--- src/sv/mvws_queue.sv ---
module mvws_queue #(
    parameter int W     = 8,
    parameter int DEPTH = 2
) (
    input  logic         i_clk,
    input  logic         i_rst_n,
    input  logic         i_push,
    input  logic [W-1:0] i_data,
    output logic         o_full,
    input  logic         i_pop,
    output logic         o_valid,
    output logic [W-1:0] o_data
);
    localparam int PW = (DEPTH > 1) ? $clog2(DEPTH) : 1;
    localparam int CW = $clog2(DEPTH + 1);

    logic [W-1:0]  r_mem [DEPTH];
    logic [PW-1:0] r_wp;
    logic [PW-1:0] r_rp;
    logic [CW-1:0] r_cnt;
    logic          s_push;
    logic          s_pop;

    assign o_full  = (r_cnt == CW'(DEPTH));
    assign o_valid = (r_cnt != '0);
    assign o_data  = r_mem[r_rp];
    assign s_push  = i_push && !o_full;
    assign s_pop   = i_pop && o_valid;

    // pointers and fill count
    always_ff @(posedge i_clk) begin
        if (!i_rst_n) begin
            r_wp  <= '0;
            r_rp  <= '0;
            r_cnt <= '0;
        end else begin
            if (s_push) r_wp <= r_wp + 1'b1;
            if (s_pop)  r_rp <= r_rp + 1'b1;
            if (s_push && !s_pop)      r_cnt <= r_cnt + 1'b1;
            else if (s_pop && !s_push) r_cnt <= r_cnt - 1'b1;
        end
    end

    // storage
    always_ff @(posedge i_clk) begin
        if (s_push) r_mem[r_wp] <= i_data;
    end

endmodule

--- config.mk ---
export PLATFORM = sky130hd
export DESIGN_NAME = mvws_queue
export DESIGN_NICKNAME = d
export VERILOG_FILES = /design/src/sv/mvws_queue.sv
export SDC_FILE = /design/constraint.sdc
export NUM_CORES = 1
export LEC_CHECK = 0
export BUFFER_PORTS_ARGS = -buffer_cell sky130_fd_sc_hd__buf_2
export CAP_MARGIN = 0
export CORE_MARGIN = 2
export CORE_UTILIZATION = 35
export DETAILED_ROUTE_END_ITERATION = 8
export GPL_ROUTABILITY_DRIVEN = 0
export PLACE_DENSITY = 0.61
export RECOVER_POWER = 25
export SLEW_MARGIN = 20
export SYNTH_ARGS = -nofsm -noshare
export SYNTH_HDL_FRONTEND = slang
export SYNTH_SLANG_ARGS = --single-unit
--- constraint.sdc ---
create_clock -name i_clk -period 1.5 [get_ports i_clk]
set_input_delay 0.075 -clock i_clk [delete_from_list [all_inputs] [get_ports i_clk]]
set_output_delay 0.075 -clock i_clk [all_outputs]
set_load 0.005 [all_outputs]
==> results.toml, run 1 <==
[placement]
dpl_cell_area_um2 = 971
io_buffers = 21
place_hpwl_um = 896

[drt]
wl_per_cell_um = 11.4
vias = 509
firstDrtPassIters = 2
routed_wl_mm = 1.34
ant_nets = 0
drt_iter0_drc = 1
drc_errors = 0
post_drt_via_cell_ratio = 4.35

[setup_path]
crit_fanout = 3
worstSetupPathType = "flop to flop"
r2r-start = "r_cnt[0]"
worst_setup_path_start_kind = "flop"
critPathLaunch = "r_cnt[0]"
crit_path_end_kind = "flop"
cp.required_ns = 1.72
worstPathArrival_ns = 1.65

[yosys]
yosysUniqueCellTypes = 17
yosys_warnings = 0
yosys.area.top_type = "edfxtp_1"
synth_flop_cell = "edfxtp_1"
syn_nets = 64
synth_area_leaders = "edfxtp_1 60%, dfxtp_1 12%, mux2_2 11%"
synth_enable_flop_cells = 16
synth_seq_cells = 21
async_reset_ff_share_pct = 0
syn-cell-area_um2 = 806
avgSynthCellArea_um2 = 15.8
synthTopCellsByCount = "16 x edfxtp_1, 8 x mux2_2, 5 x dfxtp_1"
yosysSeqAreaShare_pct = 72.0
synth.top_cell.area_share_pct = 59.6
synth.most_common_cell = "edfxtp_1"
synth_cells = 51

[final_layout]
final_util_pct = 50.4
insertedDiodeCount = 0
final_nets = 103
syn_to_final_growth_pct = 37.0
multiInputGateArea_um2 = 219
final_layout_size_suffix_gt1_share_pct = 46.1
seq_area_um2 = 583
fillers = 209
finish.instance_area_mm2 = 0.00110

[global_routing]
grt_pass1_vias = 498
grt_max_degree = 12
antenna_found_initial = 0
grt_overflow_total = 0
grt_pass1_wl_mm = 2.01
gr-usage-all-layers_pct = 10.5

[pwr]
peakVddDrop_mv = 0.839
seqPwrFrac_pct = 50.4
p_sw_share_pct = 28.0
power.switching_uw = 457
p_clk_share_pct = 15.4
p_int_mw = 1.18
pwr-share-comb_pct = 34.1
power_density_mw_per_mm2 = 1480
total_power_mw = 1.63
p_leak_nw = 0.448

[cts]
clock-sinks = 21
cts_tree = "built"
htree_levels = 1
clk_latency_ns = 0.29
cts_buffer_depth = 2
cts_buffers = 3
cts_root_buffer = "clkbuf_4"
clk_pin_slew_ns = 0.11

[timing]
setup_tns_ns = 0
finalSetupViolations = 0
drv_slew = 0
max_freq_ghz = 0.696
min_period_ns = 1.44
rsz0062_at_grt = "false"
skew_ns = 0.00490
tightest_slew_ns = 0.395
min_period_over_period_pct = 95.8
relSlewSlack_pct = 73.6
hold_viol_final = 0

[floorplan]
core-area_mm2 = 0.00219
start_util_pct = 36.8
die_width_um = 52.0
rows = 17
io_pins = 22
die_area_mm2 = 0.00270
die_h_um = 52.0

[status]
status = "completed"

[min_path]
hp-start = "i_push"
hp-class = "primary input to flop"

[job]
drv_cap = 0
-- worst paths after layout --
kind	to	slack (ns)	depth (start not counted)
max reg2reg	r_cnt[1]	0.06	7
min reg2reg	flop	0.52	2
min	r_wp	0.14	3
max	r_cnt[1]	0.06	7
-- metrics by stage --
stage,hold WS [ns],instances,setup slack [ns]
2_1_floorplan,0.174,51,0.0203
5_1_grt,0.149,117,0.000845
3_5_place_dp,0.269,103,0.0160
4_1_cts,0.131,117,0.0400
3_3_place_gp,0.264,103,0.0546
6_report,0.141,117,0.0632
-- cell usage in the layout (no fill, tap or decap), drive strengths merged --
| cell type | instances |
|---|---|
| a21oi | 1 |
| or3 | 1 |
| nand2b | 1 |
| or2 | 1 |
| mux2 | 8 |
| dfxtp | 5 |
| o21ai | 2 |
| nor3 | 1 |
| o21a | 1 |
| inv | 3 |
| edfxtp | 16 |
| xor2 | 3 |
| clkbuf | 7 |
| and3 | 1 |
| dlygate4sd3 | 9 |
| nor2 | 4 |
| buf | 23 |
| ha | 1 |
| a21boi | 1 |
-- state kept, by name, indices dropped and copies added, names as in the netlist, named ones only --
signal and cells:
r_cnt 2, r_mem 16, r_rp 1, r_wp 1
-- cell families (layout without fill, tap and decap cells) --
family                     Yosys count  count (layout)  synth area share (%)
DFF                                 21              21                  72.1
and+or+nand+nor                      9               9                  6.21
muxes                                8               8                  11.2
AOI/OAI and AO/OA                    5               5                  3.73
buffers and inverters                4              42                  2.02
xor gates and xnor gates             3               3                  3.26
adders and majority gates            1               1                  1.55
-- cell type report --
class                           instances  share of cell area (%)
Sequential cell                        21                    52.8
Timing Repair Buffer                   35                    20.7
Multi-Input combinational cell         26                    19.8
Tap cell                               28                    3.17
Clock buffer                            4                    2.38
Inverter                                3                    1.02
-- repair_timing --
action	4_1_cts	5_1_grt
pin swaps	1	0
buffers inserted	1	0
endpoints found under the setup margin	1	1
gates resized for setup	0	5
hold buffers	9	0
hold endpoints to repair	17	0
-- routing by layer --
metal / share of wire, % / up-vias / GRT usage, %
met4: 0.67 / 0 / 5.26
met3: 6.1 / 2 / 2.87
met5: 0 / - / 0
li1: - / 261 / -
met1: 43 / 232 / 10.8
met2: 50 / 14 / 19.2
-- power by group through the flow --
stage          Clock (mW)  Sequential, mW  Combinational [mW]
2_1_floorplan           0           0.790               0.319
3_3_place_gp            0           0.818               0.493
3_5_place_dp            0           0.822               0.505
4_1_cts             0.267           0.809               0.547
5_1_grt             0.288           0.836               0.611
6_report            0.252           0.823               0.557
-- worst max-delay path, cell delays in order, from the launching register on --
cell,delay [ns]
dfxtp_2,0.34
nand2b_4,0.14
inv_2,0.06
nor2_2,0.03
ha_1,0.18
xor2_1,0.15
or3_1,0.31
a21oi_1,0.14
(Power assumes the default switching activity.)
==> run 2, diff against run 1 <==
==> constraint.sdc (replaced) <==
create_clock -name i_clk -period 1.28 [get_ports i_clk]
set_input_delay 0.064 -clock i_clk [delete_from_list [all_inputs] [get_ports i_clk]]
set_output_delay 0.064 -clock i_clk [all_outputs]
set_load 0.005 [all_outputs]
==> run 2 against run 1 <==
Against the previous run:
- the flow now finishes with violations (negative setup slack)
- sequential power increased by 21%
- setup slack worse by 0.19 ns
- global-route usage rose by 1.9 points
- design area increased by 18%
- routed wire length up 21%
- hold slack worse by 0.011 ns
- core utilization up 9.1 points
- clock skew shrank 0.0039 ns
- total power grew 46%
- critical path type unchanged
- critical endpoint unchanged
- largest cell class unchanged
- largest power group is now combinational cells
==> results.toml, run 2 (same netlist as run 1, synthesis figures left out) <==
[status]
status = "complete, but fails checks"
violations = "negative setup slack"

[cts]
clk_latency_ns = 0.29
cts_root_buffer = "clkbuf_4"
clk_pin_slew_ns = 0.11
cts_tree = "built"
cts_buffers = 3
htree_levels = 1
cts_buffer_depth = 2
clock-sinks = 21

[final_layout]
final_layout_size_suffix_gt1_share_pct = 57.9
final_util_pct = 59.5
top_register = "r_mem"
layout_commonest_cell = "edfxtp_1"
stdcell_count = 123
biggestRegsByFlops = "r_mem x16, r_cnt x2"
layout_common_cells = "16 x edfxtp_1, 13 x buf_2, 11 x buf_6"
final_nets = 109
largest_reg_flops = 16
insertedDiodeCount = 0
syn_to_final_growth_pct = 61.8

[setup_path]
r2r-start = "r_cnt[0]"
worstPathArrival_ns = 1.63
crit_path_end_kind = "flop"
max_stage_delay_ns = 0.36
crit_fanout = 3
critPathLaunch = "r_cnt[0]"
worst_path_max_delay_cell = "dfxtp_2"
path_delay_family = "simple AND/OR/NAND/NOR gates"
crit_chain = "nand2b_4 -> inv_4 -> nor2_4 -> ha_4 -> or3_1 -> a21oi_2"
worstSetupPathType = "flop to flop"
crit_buf_inv = 1
worst_setup_path_start_kind = "flop"
cp.required_ns = 1.51

[timing]
finalSetupViolations = 10
setup_slack_ns = -0.123
hold_viol_final = 0
min_period_ns = 1.40
skew_ns = 0.00103
min_period_over_period_pct = 110
max_freq_ghz = 0.713
relSlewSlack_pct = 83.2
drv_slew = 0
rsz0062_at_grt = "true"
tightest_slew_ns = 0.250

[pwr]
p_leak_nw = 0.542
pwr-share-comb_pct = 45.3
p_sw_share_pct = 28.1
peakVddDrop_mv = 1.27
total_power_mw = 2.38
power_density_mw_per_mm2 = 1830
p_int_mw = 1.71
seqPwrFrac_pct = 41.8
p_clk_share_pct = 12.9
power.switching_uw = 670

[placement]
place_ws_ns = -0.171
place_hpwl_mm = 1.01
io_buffers = 21
place_inst = 108

[global_routing]
grt_overflow_total = 0
grt_pass1_vias = 559
antenna_found_initial = 0
grt_max_degree = 12
gr-usage-all-layers_pct = 12.4
grt_pass1_wl_mm = 2.39

[floorplan]
die_area_mm2 = 0.00270
io_pins = 22
start_util_pct = 36.8
core-area_mm2 = 0.00219
die_h_um = 52.0
die_width_um = 52.0
rows = 17

[drt]
routed.top_layer = "met4"
ant_nets = 0
wl_met2_um = 866
post_drt_via_cell_ratio = 4.61
routed_wl_mm = 1.62
wl_met3_um = 81
drc_errors = 0
vias = 567
drt_iter0_drc = 10
firstDrtPassIters = 4
wl_met1_um = 633
wl_per_cell_um = 13.1

[min_path]
hp-class = "primary input to flop"
hp-start = "i_push"

[job]
drv_cap = 0
==> run 2: changes by cell type in the layout (fill, tap and decap cells not counted), moves of 2 or more <==
cell / change
buf_6: +11
mux2_2: -8
mux2_4: +8
buf_2: -5
clkbuf_1: -3
buf_4: +2
==> run 2: repair_timing <==
action | CTS | global route
setup buffers | 2 | 1
hold buffers | 9 | 0
pin swaps | 2 | 3
endpoints found under the setup margin | 18 | 20
endpoints found under the hold margin | 17 | 0
gates resized for setup | 9 | 21
==> run 2: power groups by stage <==
stage	clock network (mW)	registers [mW]	logic, mW
3_3_place_gp	0	0.970	0.702
2_1_floorplan	0	0.939	0.400
3_5_place_dp	0	0.979	0.715
5_1_grt	0.350	1.01	1.17
6_report	0.308	0.996	1.08
4_1_cts	0.317	0.973	0.868
==> run 2: area by class of cell <==
cell class / count / area, um2
fill: 191 / 887
sequential: 21 / 587
timing repair buffer: 41 / 352
multi-input combinational: 26 / 290
tap: 28 / 35.0
clock buffer: 4 / 26.3
inverter: 3 / 13.8
==> run 2: final timing paths <==
check        depth (start not counted)  slack, ns  endpoint
max                                  6      -0.12  r_cnt[1]
min                                  3       0.13      r_wp
max reg2reg                          6      -0.12  r_cnt[1]
min reg2reg                          2       0.53      r_rp
==> run 2: stage by stage <==
step,cell area [um2],hold slack (ns),setup TNS [ns]
2_1_floorplan,820,0.163,-0.116
3_3_place_gp,1030,0.253,-0.0826
3_5_place_dp,1030,0.256,-0.219
4_1_cts,1200,0.123,-0.990
5_1_grt,1300,0.128,-1.24
6_report,1300,0.130,-0.341
==> run 2: per-layer routing <==
layer  global-route usage, %  up-vias
met4                    6.58        0
met1                    14.3      270
met2                    21.3       20
met3                    2.87        4
li1                        -      273
met5                       0        -
==> run 2: worst reg2reg max path, cell delays in order (launching register included) <==
cell	delay, ns
dfxtp_2	0.36
nand2b_4	0.14
inv_4	0.04
nor2_4	0.10
ha_4	0.22
or3_1	0.36
a21oi_2	0.12
