File: config.mk
export PLATFORM = sky130hd
export DESIGN_NAME = mvws_front
export DESIGN_NICKNAME = d
export VERILOG_FILES = /design/src/sv/mvws_front.sv
export SDC_FILE = /design/constraint.sdc
export NUM_CORES = 1
export LEC_CHECK = 0
export ABC_AREA = 1
export ABC_CLOCK_PERIOD_IN_PS = 11400
export BUFFER_PORTS_ARGS = -buffer_cell sky130_fd_sc_hd__buf_4
export CORE_MARGIN = 2
export CORE_UTILIZATION = 55
export DETAILED_ROUTE_END_ITERATION = 8
export HOLD_SLACK_MARGIN = 0.02
export PLACE_DENSITY = 0.73
export SLEW_MARGIN = 15
export SYNTH_ARGS = -nofsm -noshare
export SYNTH_HDL_FRONTEND = slang
export SYNTH_SLANG_ARGS = --single-unit
File: constraint.sdc
create_clock -name i_clk -period 11.4 [get_ports i_clk]
set_input_delay 2.85 -clock i_clk [delete_from_list [all_inputs] [get_ports i_clk]]
set_output_delay 2.85 -clock i_clk [all_outputs]
set_load 0.05 [all_outputs]
File: src/sv/mvws_front.sv
module mvws_front #(
    parameter int MAX_WIDTH  = 64,
    parameter int MAX_HEIGHT = 256,
    parameter int MV_BITS    = 13,
    parameter int AW         = 8
) (
    input  logic                                i_clk,
    input  logic                                i_rst_n,
    input  logic                                i_restart,
    input  logic [$clog2(MAX_WIDTH+1)-1:0]      i_w,
    input  logic [$clog2(MAX_HEIGHT+1)-1:0]     i_h,
    input  logic                                i_valid,
    output logic                                o_ready,
    input  logic                                i_cmd,
    input  logic [MV_BITS-1:0]                  i_mv_x,
    input  logic [MV_BITS-1:0]                  i_mv_y,
    input  logic                                i_inlier,
    output logic                                o_mem_we,
    output logic [AW-1:0]                       o_mem_waddr,
    output logic [2*MV_BITS:0]                  o_mem_wdata,
    output logic                                o_push,
    output logic [AW+$clog2(MAX_HEIGHT)+$clog2(MAX_WIDTH):0] o_job,
    input  logic                                i_q_full
);
    localparam int WW = $clog2(MAX_WIDTH + 1);
    localparam int HB = $clog2(MAX_HEIGHT);
    localparam int WB = $clog2(MAX_WIDTH);
    localparam int CW = $clog2(MAX_WIDTH * MAX_HEIGHT + 1);

    logic [CW-1:0] r_ic;
    logic [CW-1:0] r_oc;
    logic [HB-1:0] r_row;
    logic [WB-1:0] r_col;
    logic [AW-1:0] r_wa;
    logic [AW-1:0] r_oa;

    logic [CW-1:0] s_total;
    logic          s_acc;
    logic          s_fill;
    logic          s_due;
    logic          s_last;

    assign o_ready = !i_q_full;
    assign s_acc   = i_valid && o_ready;
    assign s_total = CW'(i_w) * CW'(i_h);
    assign s_fill  = (r_ic < s_total);
    assign s_last  = ({1'b0, r_oc} + 1'b1 >= {1'b0, s_total});

    // an output is due once the window below the oldest vector is in, or on any item once the field is in
    always_comb begin
        s_due = 1'b0;
        if (s_acc) begin
            if (s_fill) begin
                s_due = !i_cmd &&
                    ({1'b0, r_ic} + 1'b1 >= {1'b0, r_oc} + (CW+1)'(i_w) + (CW+1)'(2));
            end else begin
                s_due = 1'b1;
            end
        end
    end

    assign o_mem_we    = s_acc && s_fill && !i_cmd;
    assign o_mem_waddr = r_wa;
    assign o_mem_wdata = {i_inlier, i_mv_y, i_mv_x};
    assign o_push      = s_due;
    assign o_job       = {s_last, r_col, r_row, r_oa};

    // store addresses run on across fields so a new field never
    // overwrites the window of a result still in flight
    always_ff @(posedge i_clk) begin
        if (!i_rst_n || i_restart) begin
            r_wa <= '0;
            r_oa <= '0;
        end else begin
            if (o_mem_we) r_wa <= r_wa + 1'b1;
            if (s_due)    r_oa <= r_oa + 1'b1;
        end
    end

    // field position counters
    always_ff @(posedge i_clk) begin
        if (!i_rst_n || i_restart) begin
            r_ic  <= '0;
            r_oc  <= '0;
            r_row <= '0;
            r_col <= '0;
        end else begin
            if (o_mem_we) r_ic <= r_ic + 1'b1;
            if (s_due) begin
                if (s_last) begin
                    r_ic  <= '0;
                    r_oc  <= '0;
                    r_row <= '0;
                    r_col <= '0;
                end else begin
                    r_oc <= r_oc + 1'b1;
                    if (WW'(r_col) == i_w - 1'b1) begin
                        r_col <= '0;
                        r_row <= r_row + 1'b1;
                    end else begin
                        r_col <= r_col + 1'b1;
                    end
                end
            end
        end
    end

endmodule

==> flow_results.org, run 1 <==
** Synthesis
- Sequential-to-total area share from yosys stat :: 16.5%
- For this run, the number of Yosys warnings is 0.
- Yosys attributes the largest share of cell area to ha_1 17%, dfxtp_1 17%, nand2_1 13%.
- The top cell type by area accounts for 16.9% of the synthesized area.
- Cell type contributing the most total cell area after synthesis :: ha_1
- Count of unique library cells instantiated by Yosys :: 37
- Synth async-reset ratio :: 0%
- Yosys reg bits :: 60
- The number of nets handed over by synthesis was 1,255.
- Top_reg_cell synth :: dfxtp_1
- nand2_1 is the most common cell in the netlist.
- The average instance in the mapped netlist occupies 6.76 um^2.
- The mapped netlist covers 0.00726 mm^2.
- Leading cell types by count after synthesis :: 255 x nand2_1, 189 x inv_1, 98 x ha_1
- In this run, synthesis inferred 0 flip-flops with an integrated enable.
- After technology mapping, the gate count stands at 1,074.

** Detailed routing
- The first detailed-routing pass took 5 iterations.
- After the first detailed-routing iteration, the DRC count stood at 442.
- In this run the remaining antenna-violating nets after routing total 0.
- WL final :: 17,000 um
- Post-detailed-route wirelength per cell :: 13.4 um
- Total number of vias :: 6,570
- Final routed DRC violation total :: 0
- Using the TritonRoute via totals, the vias-per-cell ratio works out to 5.19.

** STA
- Slew at the pin closest to its max-slew limit :: 1.06 ns
- Setup repair after global routing missed its margin :: no
- Setup total negative slack on the finished layout was measured at 0 ns.
- The worst path in the final design needs a cycle of 10.96 ns, including I/O delays and setup.
- Fin. max-slew vios :: 0
- Final clock period utilization by the worst path :: 96.1%
- Measured against its own limit, the worst slew margin works out to 29.3%.
- Clock skew on the completed layout was measured at 0.00648 ns.
- Timing would allow up to 0.0913 GHz.
- Setup violations remaining at the end of the flow were counted as 0.
- Final count of hold timing violations :: 0

** Critical path
- Arrival time reported for the critical path endpoint :: 8.11 ns
- Reg2reg path depth :: 26
- R2r startpoint :: r_oc[1]$_SDFFE_PP0P_
- Data on the critical path is required at its endpoint by 8.55 ns.
- The endpoint identified for the worst register-to-register timing path is r_oc[7]$_SDFFE_PP0P_.
- By startpoint and endpoint, the worst setup path is classified as input port to output pin.
- The worst setup path is captured at an output pin.
- Crit path launch type :: input port
- Peak fanout along the critical path :: 13
- The worst register-to-register path has a setup slack of 5.64 ns.

** Pwr
- Power Density :: 125 mW/mm^2
- Leakage power :: 4.33 nW
- Largest voltage drop on the vdd net :: 0.0000827 V

** Global route
- The first global-routing pass estimated 28,500 um of wire.
- Global Route met1 Usage :: 32.6%
- Across every metal layer, demand over resource in global routing totals 24.4%.
- In this run the most used layer during global routing was met2.
- Number of antenna violations at the first check in global routing :: 0
- The number of global-route vias before repair is 6,035.
- Global routing finished with a remaining overflow of 0.
- Global routing used 3.35% of the available met3 tracks.
- Global Route met2 Usage :: 40.4%
- Entering global routing, the biggest net connects 38 pins.

** Clocking
- Clock tree from TritonCTS :: built
- Root Buffer :: clkbuf_16
- For this design, the CTS-stage hold fixing added 0 buffers.
- Clock insertion delay at the later pin of the skew report :: 0.34 ns
- Counting along the longest clock path gives a buffer depth of 2.
- CTS resizes :: 0
- Cts bufs inserted :: 9
- CTS saw 60 sinks.
- H-tree lvl count :: 3
- Clock-pin slew was measured on the worst setup and hold paths at 0.06 ns.
- Setup Buffers After CTS :: 0

** Floorplan
- Initial core utilization :: 56.8%
- The floorplan step defined a die boundary enclosing 0.0141 mm^2.
- Std-Cell Rows :: 41
- For this design the top-level I/O count stands at 110.
- Area of the core :: 0.0128 mm^2
- The die is 119 um wide.
- Vertical extent of the die :: 119 um

** Job
- Max-cap viol count :: 0

** Cells and area
- For this run, the post-layout net count is 1,271.
- Ratio of cells with drive above 1 in the final layout :: 8.13%
- The area growth from synthesis to layout is 9.20%.
- Number of diodes added for antenna fixing :: 0
- Layout Cell Area excl Fill :: 0.00793 mm^2
- Post-Layout Cell Count :: 1,267

** Place
- Including well taps, the total number of placed cells is 1,251.
- Number of buffer cells added on primary ports :: 55
- Global placement routability congestion :: 0.976
- DPL Wire Length :: 13,200 um
- Summing all placed instances gives a cell area of 0.00758 mm^2.

** Min path
- Along the worst hold path, the cell count comes to 2.
- The worst hold path terminates at r_oa[5]$_SDFFE_PP0P_.
- In this run the most critical hold path is launched from r_oa[5]$_SDFFE_PP0P_.
- Path class of the lowest-slack min-delay path :: flop to flop

** Run status
- Status :: finished clean
-- worst max path at each step --
stage            from  slack, ns   endpoint  cells after the start
5_1_grt        i_w[3]       0.03   o_mem_we                     25
3_3_place_gp   i_w[3]       0.56  o_job[22]                     26
4_1_cts        i_w[3]       0.43  o_job[22]                     26
6_report       i_w[3]       0.44  o_job[22]                     26
2_1_floorplan  i_w[6]       0.74     o_push                     25
3_5_place_dp   i_w[3]       0.48  o_job[22]                     26
-- cells by family after synthesis --
family | share of synthesized area, %
compound gates | 8.70
buf+inv | 14.6
fa+ha+maj | 26.3
flops | 16.5
simple gates | 26.8
xor+xnor | 7.12
-- worst max-delay path: stages --
cell and delay (ns):
buf_4 0.17, nand2_1 0.07, inv_1 0.05, fa_1 0.53, inv_1 0.05, fa_1 0.47
inv_1 0.05, fa_1 0.56, inv_1 0.06, fa_1 0.53, inv_1 0.04, ha_1 0.36
a21oi_1 0.20, nand2_1 0.07, nor2_1 0.15, o21ai_0 0.17, a21oi_1 0.22, xor2_1 0.25
ha_1 0.30, a21oi_1 0.17, nand2_1 0.07, nand2_1 0.06, nand2_1 0.06, nor2_1 0.17
nand3_4 0.18, buf_4 0.24
-- routing by layer --
layer,wire length (um),vias to the layer above
met3,778,33
met1,7860,2996
li1,-,3379
met5,0,-
met2,7920,162
met4,408,0
-- cell type report --
| cell class | count | area [um^2] |
|---|---|---|
| clock buffer | 10 | 239 |
| clock inverter | 6 | 111 |
| fill | 1197 | 4840 |
| inverter | 193 | 727 |
| multi-input combinational | 768 | 5000 |
| sequential | 60 | 1200 |
| tap | 172 | 215 |
| timing repair buffer | 58 | 435 |
-- sequential cells by signal (all words and copies together) (netlist names) --
name	cells
r_oc	15
r_col	6
r_ic	15
o_mem_waddr	8
r_row	8
r_oa	8
-- per-stage QoR --
step	util, %	power (mW)	hold WS [ns]	setup slack [ns]
2_1_floorplan	-	0.580	0.474	0.739
3_3_place_gp	59.3	0.660	0.482	0.556
3_5_place_dp	59.3	0.665	0.488	0.481
4_1_cts	62.1	0.992	0.501	0.433
5_1_grt	62.1	1.07	0.522	0.0339
6_report	62.1	0.988	0.499	0.445
-- cells in the final DEF (no fill, tap or decap), types with 2 or more instances in the layout --
cell	synthesis	layout
o21ai_0	36	36
o21a_1	5	5
dfxtp_1	60	60
o21bai_1	5	5
nor3b_1	2	2
nand2_4	2	2
nor2_1	95	95
xnor2_1	15	15
clkinv_1	3	3
buf_4	30	58
nor2_2	3	3
nand2_1	255	255
nand2_2	2	2
fa_1	34	34
nor4_1	3	3
nand3_1	59	59
clkbuf_16	0	9
nand3b_1	3	3
a21o_1	3	3
a21oi_1	64	64
bufinv_16	0	3
ha_1	98	98
nand4_1	14	14
and3_1	2	2
inv_1	189	189
nor3_1	16	16
xor2_1	44	44
-- where the power goes --
group	internal [mW]	total [mW]	switching (mW)
sequential	0.210	0.211	0.000882
clock	0.219	0.322	0.103
combinational	0.168	0.454	0.286
total	0.598	0.988	0.390
Power figures use the tool's default switching activity.
==> run 2: changes to the inputs <==
Settings changed: CORE_UTILIZATION 55 to 35, PLACE_DENSITY 0.73 to 0.49, TNS_END_PERCENT set to 30.
==> run 2 against run 1 <==
Compared with the run above:
- highest routed layer unchanged
- clock skew increased by 0.0011 ns
- register-to-register slack improved by 0.77 ns
- critical endpoint unchanged
- first-iteration DRC count decreased by 39%
- worst hold slack got worse by 0.00059 ns
- die area increased by 55%
==> flow_results.org, run 2 (synthesis results as in run 1) <==
** Run status
- Status :: finished clean (unchanged)

** Detailed routing
- The DRC marker count from the first detailed-route iteration was 270 (was 442).
- The remaining number of nets flagged by the antenna check after routing was 0 (unchanged).
- The final wirelength came to 18,200 um (was 17,000 um).
- First-pass iteration count of the detailed router :: 4 (was 5)
- The vias after detailed routing was 6,317 (was 6,570).
- The average wire per cell in the routed design is 13.3 um (was 13.4 um).
- The number of remaining DRC errors came to 0 (unchanged).
- The via density per instance was 4.62 (was 5.19).

** Clocking
- The clock transition at the register clock pins on the worst setup and hold paths after CTS was 0.05 ns (was 0.06 ns).
- The deepest clock path buffer count is 2 (unchanged).
- Root Buffer :: clkbuf_16 (unchanged)
- The number of CTS-inserted buffers is 9 (unchanged).
- H-tree lvl count :: 3 (unchanged)
- Cts-stage hold buffer count :: 0 (unchanged)
- Clock insertion delay at the later pin of the skew report :: 0.34 ns (about the same)
- The total setup buffers inserted after CTS came to 0 (unchanged).
- The number of clock sinks came to 60 (unchanged).
- Clock tree from TritonCTS :: built (unchanged)
- The number of cells upsized or downsized after cts is 0 (unchanged).

** STA
- Sum Neg Setup Slack :: 0 ns (unchanged)
- Slew at the pin closest to its max-slew limit :: 1.08 ns (was 1.06 ns)
- The post-route clock period utilization was 95.5% (was 96.1%).
- Max-Slew Margin vs Limit :: 27.9% (was 29.3%)
- Highest clock rate :: 0.0919 GHz (was 0.0913 GHz)
- The setup slack of the critical path after layout is 0.514 ns (was 0.445 ns).
- Final setup violating endpoints :: 0 (unchanged)
- Setup repair after global routing missed its margin :: no (unchanged)
- Minimum clock period :: 10.89 ns (was 10.96 ns)
- The number of pins exceeding their max-slew limit in the final report came to 0 (unchanged).
- Worst clock skew :: 0.00756 ns (was 0.00648 ns)
- Final count of hold timing violations :: 0 (unchanged)

** Critical path
- The data required time at the worst endpoint came to 8.55 ns (about the same).
- The type of the worst setup path is input port to output pin (unchanged).
- The family of cells with the greatest summed delay on the critical path was adder cells (unchanged).
- The beginning of the worst register-to-register path was r_oc[1]$_SDFFE_PP0P_ (unchanged).
- Arrival time reported for the critical path endpoint :: 8.04 ns (was 8.11 ns)
- CP bufs+invs :: 8 (was 7)
- Among the stages of the critical path, the cell type that occurs most often is nand2_1.
- CP peak stage delay :: 0.54 ns (was 0.56 ns)
- Crit. End Element :: output pin (unchanged)
- Cell with the biggest individual delay on the critical path :: fa_1 (unchanged)
- Peak fanout along the critical path :: 13 (unchanged)
- The source of the critical timing path is i_w[3] (unchanged).
- Crit path launch type :: input port (unchanged)

** Floorplan
- Die width :: 148 um (was 119 um)
- Area of the core :: 0.0203 mm^2 (was 0.0128 mm^2)
- The number of rows created at floorplan was 52 (was 41).
- Initial core utilization :: 35.8% (was 56.8%)
- The number of top-level pins was 110 (unchanged).
- The height of the die came to 148 um (was 119 um).
- Total Die Area :: 0.0219 mm^2 (was 0.0141 mm^2)

** Cells and area
- The final cell count without fillers was 1,366 (was 1,267).
- The share of the core filled with cells is 39.4% (was 62.1%).
- Largest registers ranked by flip-flop count :: r_ic: 15 flops, r_oc: 15 flops (unchanged)
- Ratio of cells with drive above 1 in the final layout :: 7.94% (was 8.13%)
- The final-layout fill cell count is 2,236 (was 1,197).
- Most frequent cells in the layout :: 255 x nand2_1, 189 x inv_1, 98 x ha_1 (unchanged)
- Most frequent standard cell in the layout excluding fill and tap cells :: nand2_1 (unchanged)
- Final net count :: 1,273 (was 1,271)
- Number of diodes added for antenna fixing :: 0 (unchanged)
- The area growth from synthesis to layout was 10.2% (was 9.20%).

** Pwr
- The switching power as a share of total power was 41.5% (was 39.5%).
- Sequential cell fraction of total power :: 22.4% (was 21.4%)
- The net switching power of the design is 392 uW (was 390 uW).
- Power share of the combinational group :: 48.7% (was 46.0%)
- Clock network power share :: 28.8% (was 32.6%)
- Cell internal pwr :: 551 uW (was 598 uW)
- The total power per unit cell area came to 118 mW/mm^2 (was 125 mW/mm^2).
- Post-route total power :: 943 uW (was 988 uW)
- Largest voltage drop on the vdd net :: 0.0000677 V (was 0.0000827 V)
- The static leakage was 4.31 nW (was 4.33 nW).

** Place
- Global placement routability congestion :: 0.805 (was 0.976)
- DPL Wire Length :: 14,700 um (was 13,200 um)
- The setup slack at placement is 0.505 ns (was 0.481 ns).
- DP Cell Count :: 1,351 (was 1,251)
- The total of buffers placed on input and output ports is 55 (unchanged).

** Global route
- The global-route congestion overflow total is 0 (unchanged).
- Wire length of the first global-routing pass :: 30,300 um (was 28,500 um)
- The total routing resource utilization after global routing came to 17.2% (was 24.4%).
- The number of global-route vias before repair is 6,030 (was 6,035).
- Maximum number of pins on one net before global-route repair :: 38 (unchanged)
- Number of antenna violations at the first check in global routing :: 0 (unchanged)

** Min path
- Source of the worst hold timing path :: o_mem_waddr[1]$_SDFFE_PP0N_ (was r_oa[5]$_SDFFE_PP0P_)
- Path class of the lowest-slack min-delay path :: flop to flop (unchanged)

** Job
- The total of max-cap violations is 0 (unchanged).
-- run 2: final timing paths --
check / to / slack, ns / cells after the start
worst max-delay path: o_job[22] / 0.51 / 28
worst min-delay path: o_mem_waddr[1]$_SDFFE_PP0N_ / 0.50 / 2
worst max register to register: r_oc[11]$_SDFFE_PP0P_ / 6.41 / 26
worst min register to register: o_mem_waddr[1]$_SDFFE_PP0N_ / 0.50 / 2
-- run 2: metrics by stage --
stage / cell area [um^2] / hold slack, ns
floorplan: 7260 / 0.474
global placement: 7720 / 0.488
detailed placement: 7720 / 0.489
CTS: 8000 / 0.498
global route: 8000 / 0.516
finish: 8000 / 0.498
-- run 2: layer usage --
layer	wire, um	up-vias	global-route usage [%]
met4	301	0	5.05
li1	-	3368	-
met1	8880	2836	22.8
met5	0	-	0
met3	644	25	2.59
met2	8370	88	29.0
-- run 2: layout make-up --
cell class | instances | area, um^2 | share of cell area (%)
Clock buffer | 13 | 250 | 3.13
Clock inverter | 2 | 35.0 | 0.438
Inverter | 193 | 727 | 9.09
Multi-Input combinational cell | 768 | 5000 | 62.5
Sequential cell | 60 | 1200 | 15.0
Tap cell | 270 | 338 | 4.22
Timing Repair Buffer | 60 | 450 | 5.63
-- run 2: worst reg2reg max path, cell delays in order, from the launching register on --
cell	delay, ns
dfxtp_1	0.35
inv_1	0.08
ha_1	0.27
inv_1	0.04
ha_1	0.23
fa_1	0.41
nand3_1	0.12
a21oi_1	0.07
o21ai_0	0.14
nand2_1	0.10
nand2_1	0.06
nand2_1	0.07
nand2_1	0.09
nor2_1	0.10
xor2_1	0.16
ha_1	0.31
nand2_1	0.06
o21bai_1	0.15
a21oi_1	0.12
nor2_1	0.05
nand2_1	0.06
nand2_1	0.05
nand2_1	0.16
buf_4	0.40
clkinv_1	0.18
o21ai_2	0.85
nor2_1	0.13
-- run 2: power groups by stage --
| stage | clock network, mW | logic, mW | registers [mW] |
|---|---|---|---|
| after floorplan | 0 | 0.363 | 0.217 |
| after global placement | 0 | 0.466 | 0.216 |
| after detailed placement | 0 | 0.463 | 0.216 |
| after CTS | 0.283 | 0.467 | 0.211 |
| after global routing | 0.288 | 0.543 | 0.211 |
| final | 0.272 | 0.460 | 0.211 |
